### config.mk
export PLATFORM = sky130hd
export DESIGN_NAME = vtpg_div
export DESIGN_NICKNAME = d
export VERILOG_FILES = /design/src/hdl/vtpg_div.sv
export SDC_FILE = /design/constraint.sdc
export NUM_CORES = 2
export LEC_CHECK = 0
export ABC_AREA = 1
export ABC_CLOCK_PERIOD_IN_PS = 2900
export BUFFER_PORTS_ARGS = -buffer_cell sky130_fd_sc_hd__buf_2
export CORE_ASPECT_RATIO = 1.75
export CORE_MARGIN = 2
export CORE_UTILIZATION = 63
export CTS_BUF_LIST = sky130_fd_sc_hd__clkbuf_16
export CTS_CLUSTER_SIZE = 24
export DETAILED_ROUTE_END_ITERATION = 8
export GPL_TIMING_DRIVEN = 0
export PLACE_DENSITY = 0.82
export SYNTH_ARGS = -nofsm -noshare
export SYNTH_HDL_FRONTEND = slang
export SYNTH_SLANG_ARGS = --single-unit
export TNS_END_PERCENT = 5
### constraint.sdc
create_clock -name clock -period 2.9 [get_ports clock]
set_clock_uncertainty 0.1 [all_clocks]
set_input_delay 0.145 -clock clock [delete_from_list [all_inputs] [get_ports clock]]
set_output_delay 0.145 -clock clock [all_outputs]
set_load 0.01 [all_outputs]
### src/hdl/vtpg_div.sv
module vtpg_div #(
   parameter int NW = 32,
   parameter int DW = 11,
   parameter int TW = 1
) (
   input  logic          clock,
   input  logic          reset,
   input  logic          en,
   input  logic          in_vld,
   input  logic [NW-1:0] num,
   input  logic [DW-1:0] den,
   input  logic [TW-1:0] tag_in,
   output logic          out_vld,
   output logic [NW-1:0] quo,
   output logic [DW-1:0] rem,
   output logic [TW-1:0] tag_out
);

   // One quotient bit per stage, restoring division.
   logic          vld_ff  [NW];
   logic [DW-1:0] rem_ff  [NW];
   logic [NW-1:0] rest_ff [NW];
   logic [NW-1:0] quo_ff  [NW];
   logic [DW-1:0] den_ff  [NW];
   logic [TW-1:0] tag_ff  [NW];

   for (genvar i = 0; i < NW; i++) begin : g_step
      logic          v_i;
      logic [DW-1:0] r_i;
      logic [NW-1:0] s_i;
      logic [NW-1:0] q_i;
      logic [DW-1:0] d_i;
      logic [TW-1:0] t_i;
      logic [DW:0]   cand;
      logic [DW:0]   diff;
      logic          ge;

      if (i == 0) begin : g_first
         assign v_i = in_vld;
         assign r_i = '0;
         assign s_i = num;
         assign q_i = '0;
         assign d_i = den;
         assign t_i = tag_in;
      end else begin : g_next
         assign v_i = vld_ff[i-1];
         assign r_i = rem_ff[i-1];
         assign s_i = rest_ff[i-1];
         assign q_i = quo_ff[i-1];
         assign d_i = den_ff[i-1];
         assign t_i = tag_ff[i-1];
      end

      assign cand = {r_i, s_i[NW-1]};
      assign diff = cand - {1'b0, d_i};
      assign ge   = (cand >= {1'b0, d_i});

      always_ff @(posedge clock) begin
         if (reset) begin
            vld_ff[i] <= 1'b0;
         end else if (en) begin
            vld_ff[i] <= v_i;
         end
      end

      always_ff @(posedge clock) begin
         if (en) begin
            rem_ff[i]  <= ge ? diff[DW-1:0] : cand[DW-1:0];
            rest_ff[i] <= s_i << 1;
            quo_ff[i]  <= NW'({q_i, ge});
            den_ff[i]  <= d_i;
            tag_ff[i]  <= t_i;
         end
      end
   end

   assign out_vld = vld_ff[NW-1];
   assign quo     = quo_ff[NW-1];
   assign rem     = rem_ff[NW-1];
   assign tag_out = tag_ff[NW-1];

endmodule

* Word-level counts from Yosys, hierarchy flattened
Memory sizes are Yosys's and may differ from the RTL's.
Cells that the tools add are included.
** Word-level totals
- Bits in registers :: 0
- Bits in writable memories :: 2784
- Output and inout port bits :: 45
- Word-level logic and storage cells :: 172
- Memories kept :: 6
** Cells by class
- $add $sub $neg :: 32
- $lt $le $gt $ge :: 32
- Multiplexer cells :: 70
- Bitwise logic cells :: 32
** Memory list
- quo_ff :: depth 32, width 32, read ports 32, clocked after memory_dff 0, wr ports 32, RTL line 23 : logic [NW-1:0] quo_ff [NW];
- rest_ff :: depth 32, width 31, read ports 31, clocked after memory_dff 0, wr ports 32, RTL line 22 : logic [NW-1:0] rest_ff [NW];
- den_ff :: depth 32, width 11, read ports 31, clocked after memory_dff 0, wr ports 32, RTL line 24 : logic [DW-1:0] den_ff [NW];
- rem_ff :: depth 32, width 11, read ports 32, clocked after memory_dff 0, wr ports 32, RTL line 21 : logic [DW-1:0] rem_ff [NW];
- tag_ff :: depth 32, width 1, read ports 32, clocked after memory_dff 0, wr ports 32, RTL line 25 : logic [TW-1:0] tag_ff [NW];
- vld_ff :: depth 32, width 1, read ports 32, clocked after memory_dff 0, wr ports 32, RTL line 20 : logic vld_ff [NW];
** Operator list (count)
- $ge 12x11->1 :: 31
- $mux 11 :: 32
- $sub 11x11->11 :: 31
- $mux 1 :: 38
- $or 1x1->1 :: 32
- $ge 1x11->1 :: 1
- $sub 1x11->11 :: 1

* Logic depth before layout (Yosys ltp)
- Word-level depth :: 4
- Depth in mapped cells :: 11
- Mapped depth without buffers :: 11

* Least setup slack after synthesis
Ideal clock, no wire load.
- Path kind :: register -> register
- Start :: mem den_ff[0][0]
- End :: mem rem_ff[1][2] (data pin)
- Arrival time :: 1.663 ns
- Data required time :: 2.544 ns
- Setup slack :: 0.881 ns
- Stages on the path, launching flop included :: 10
- Buffers on the path :: 1
- Path through :: edfxtp_1 > ha_1 > fa_1 > inv_1 > nand3_1 > nand3_1 > nand2_2 > nand4_4 > buf_6 > o21ai_1
** RTL lines (RTL line)
- start: declaration :: 24
- end: declaration :: 21

==> reports/qor_table.md <==
| Step | Result | This run |
|---|---|---|
| setup path | Crit Path Category | flip-flop to flip-flop |
| power and ir drop | P per Cell Area | 966 mW/mm^2 |
| die | Total number of placement rows | 175 |
| die | Effective utilization at floorplan | 63.4% |
| power and ir drop | Leakage component of the power | 38.9 nW |
| finish | Post-synthesis to final-layout area growth | 11.0% |
| timing | Period utilisation layout | 88.3% |
| setup path | Signal arrival time at the worst endpoint | 3000 ps |
| power and ir drop | Total chip power | 88.2 mW |
| drt | DR iter-0 viols | 3154 |
| drt | Number of remaining DRC errors | 0 |
| yosys | Post-synthesis instance area | 0.0822 sq mm |
| yosys | Most used DFF post-synth | sky130_fd_sc_hd__edfxtp_1 |
| yosys | Number of unique standard cell types used by synthesis | 31 |
| timing | Actual transition at the worst max-transition pin | 1080 ps |
| clock network | H-tree depth reported by CTS | 4 |
| job | Number of maximum-capacitance constraint violations | 0 |
| timing | Hold Fails Final Rpt | 152 |
| setup path | Beginning of the critical path | rest_ff[15][30]$_DFFE_PP_ |
| yosys | Total number of yosys warnings | 0 |
| timing | Final-report setup violation count | 0 |
| grt | Aggregate global routing overflow | 0 |
| setup path | Cell family with the largest share of critical-path delay | simple AND/OR/NAND/NOR gates |
| clock network | Clock Sink Count | 1781 |
| drt | Antenna Violating Nets Remaining | 0 |
| timing | Worst Hold Slack | -257 ps |
| clock network | Clock root buffer | sky130_fd_sc_hd__clkbuf_16 |
| grt | Maximum number of pins on one net before global-route repair | 190 |
| finish | Non-filler cells in the finished layout | 9152 |
| setup path | CP startpoint kind | flip-flop |
| finish | Final non-filler cell area | 0.0912 sq mm |
| drt | Initial DRT Pass Iterations | 6 |
| clock network | Num CTS Buffers | 154 |
| yosys | Fraction of the yosys area taken by sequential cells | 65.1% |
| run status | Result of the run | finished with violations |
| finish | Final layout net count | 7768 |
| timing | Worst setup margin | 340 ps |
| die | Placeable core region | 0.130 sq mm |
| die | DIE AREA | 0.133 sq mm |
| die | Die height | 482 um |
| timing | Top achievable clock speed | 0.391 GHz |
| placement | Setup WS pre-CTS | -598 ps |
| worst hold path | Launch instance of the worst min-delay path | en |
| yosys | Number of cells produced by synthesis | 7000 |
| drt | Via count | 49437 |
| grt | Total Routing Usage GR | 25.3% |
| clock network | Clock buffer depth | 3 |
| setup path | Cell Chain, Critical Path | inv_1 -> ha_1 -> fa_1 -> inv_1 -> nand3_1 -> nand3_2 -> nand2_2 -> nand4_4 -> buf_12 -> nand3_2 -> nand2_1 |
| die | Floorplan die width | 277 um |
| yosys | Nets in the synthesized netlist | 7422 |
| setup path | Endpoint kind of the worst setup timing path | flip-flop |
| yosys | Proportion of synthesized flip-flops having asynchronous set or reset | 0% |
| placement | Detail Placement HPWL | 118000 um |
| placement | Port Buf Inserts | 92 |
| setup path | Startpoint of the most critical register-to-register path | rest_ff[15][30]$_DFFE_PP_ |
| run status | Failing checks | negative hold slack |
| drt | Wirelength per Cell | 18.3 um |
| clock network | Clock Latency Late Sink | 800 ps |
| placement | Routability-driven placement congestion ratio | 0.899 |
| die | Boundary Pins | 93 |
| yosys | Mean instance size in the synthesized netlist | 11.7 sq um |
| finish | Area occupied by registers | 0.0535 sq mm |
| timing | Total negative setup slack | 0 ps |
| drt | Drt total wl | 168000 um |
| power and ir drop | Largest voltage drop on the vdd net | 0.669 mV |
| grt | First-pass GRT wire length | 261000 um |
| finish | Final core utilization | 70.4% |
| drt | Drt via density | 5.40 |
| finish | Fillers | 9054 |
| setup path | Biggest cell delay along the critical path | 360 ps |
| clock network | Cts hold-fix bufs | 88 |
| clock network | Post-CTS setup repair buffer count | 0 |
| timing | Unrepaired setup endpoints after global routing | no |
| clock network | Clock tree from TritonCTS | built |
| setup path | Max Fanout on Critical Path | 10 |
| setup path | Number of buffers and inverters on the critical path | 3 |
| grt | Number of global-route vias before repair | 51055 |
| finish | Layout cells sized above 1 | 11.8% |
| yosys | Post-synth EDFFs | 1781 |
| placement | Post-place instance area | 0.0850 sq mm |
| grt | Initial antenna violation count | 2 |
| setup path | Cell at the slowest stage of the critical path | sky130_fd_sc_hd__edfxtp_1 |
| clock network | CTS clock-pin slew for the worst setup and hold paths | 70 ps |
| yosys | Number of register bits inferred by synthesis | 1781 |
| finish | Multi-input logic area | 0.0236 sq mm |
| timing | Final Max Tran Viols | 0 |
| timing | Tmin final | 2560 ps |
| worst hold path | Class of the most critical hold timing path | input pin to flip-flop |
| setup path | Worst endpoint required time | 3340 ps |
| timing | Slew HR | 28.1% |
| placement | # placed instances | 8782 |
placed cells by master, fill, tap and decap left out, drive strengths merged, types with 124 or more instances in the layout:
cell	count
nand2	1865
a21oi	124
edfxtp	1781
clkbuf	179
nand4	310
nand3b	126
ha	343
inv	1212
nor2	389
nand3	466
buf	145
o21ai	156
cells in the mapped netlist (30+ instances only):
cell type | instances | share of area, %
sky130_fd_sc_hd__a21oi_1 | 94 | 0.57
sky130_fd_sc_hd__o21ai_1 | 93 | 0.57
sky130_fd_sc_hd__inv_1 | 1134 | 5.2
sky130_fd_sc_hd__xor2_1 | 62 | 0.66
sky130_fd_sc_hd__nand3b_1 | 126 | 1.2
sky130_fd_sc_hd__nand2_1 | 1798 | 8.2
sky130_fd_sc_hd__nor2_1 | 308 | 1.4
sky130_fd_sc_hd__edfxtp_1 | 1781 | 65
sky130_fd_sc_hd__inv_2 | 52 | 0.24
sky130_fd_sc_hd__nand4_4 | 31 | 0.80
sky130_fd_sc_hd__nor2_2 | 70 | 0.53
sky130_fd_sc_hd__and2_1 | 31 | 0.24
sky130_fd_sc_hd__nand4_1 | 279 | 2.1
sky130_fd_sc_hd__a21oi_2 | 30 | 0.32
sky130_fd_sc_hd__or2_1 | 31 | 0.24
sky130_fd_sc_hd__o21ai_0 | 63 | 0.38
sky130_fd_sc_hd__nand3_2 | 218 | 2.7
sky130_fd_sc_hd__nand2_2 | 67 | 0.51
sky130_fd_sc_hd__ha_1 | 343 | 5.2
sky130_fd_sc_hd__nand3_1 | 225 | 1.4
sky130_fd_sc_hd__fa_1 | 31 | 0.76
sky130_fd_sc_hd__xnor2_1 | 31 | 0.33
where the power goes:
part	internal [mW]	total, mW	leakage [nW]	switching [mW]
registers	33.9	36.1	17.5	2.23
clock network	11.9	21.5	2.63	9.59
logic	11.0	30.5	18.8	19.6
total	56.8	88.2	38.9	31.4
worst paths after layout:
check                                           endpoint  slack, ps  cells past startpoint
worst max-delay path             rem_ff[16][9]$_DFFE_PP_        340                     11
worst min-delay path                 tag_ff[0]$_DFFE_PP_       -260                      1
worst max register to register   rem_ff[16][9]$_DFFE_PP_        340                     11
worst min register to register  rest_ff[1][23]$_DFFE_PP_        310                      0
flip-flops by register name, summed over array words and instances, names as in the netlist:
signal   flops
den_ff     341
quo_ff     528
rem_ff     352
rest_ff    496
tag_ff      32
vld_ff      32
worst reg2reg max path, stage by stage, from the launching register on:
cell	delay, ps
sky130_fd_sc_hd__edfxtp_1	360
sky130_fd_sc_hd__inv_1	230
sky130_fd_sc_hd__ha_1	250
sky130_fd_sc_hd__fa_1	230
sky130_fd_sc_hd__inv_1	90
sky130_fd_sc_hd__nand3_1	90
sky130_fd_sc_hd__nand3_2	150
sky130_fd_sc_hd__nand2_2	220
sky130_fd_sc_hd__nand4_4	230
sky130_fd_sc_hd__buf_12	240
sky130_fd_sc_hd__nand3_2	60
sky130_fd_sc_hd__nand2_1	60
what timing repair did:
item | in CTS | in global routing
setup endpoints to repair | 0 | 112
hold endpoints to repair | 209 | 152
resized for setup | 0 | 0
layout make-up:
type                    instances  area share [%]
flip-flops and latches       1781            58.6
multi-input cells            3967            25.9
inverters                    1186            4.88
clock buffers                 156            4.28
well taps                    1681            2.31
repair buffers                190            1.79
clock inverters               123            1.57
plain buffers                  66           0.693
diodes                          2         0.00549
routing by layer:
metal / global-route usage (%) / vias to the layer above / routed length, um
li1: - / 24379 / -
met1: 23.2 / 23585 / 54200
met2: 51.6 / 1016 / 98200
met3: 2.88 / 457 / 4330
met4: 16.1 / 0 / 10800
met5: 0 / - / 0
logic make-up (layout without fill, tap and decap cells):
logic type | after synthesis | in the layout | synth area share, %
flip-flops | 1781 | 1781 | 65.1
AND/OR/NAND/NOR | 3220 | 3220 | 19.9
AO/OA/AOI/OAI | 280 | 280 | 1.84
other | 0 | 2 | 0
buffers and inverters | 1252 | 1721 | 6.19
adder cells (fa/ha/maj) | 374 | 374 | 5.98
XOR/XNOR | 93 | 93 | 0.991
Note: power is estimated with default switching activity, not from simulation.
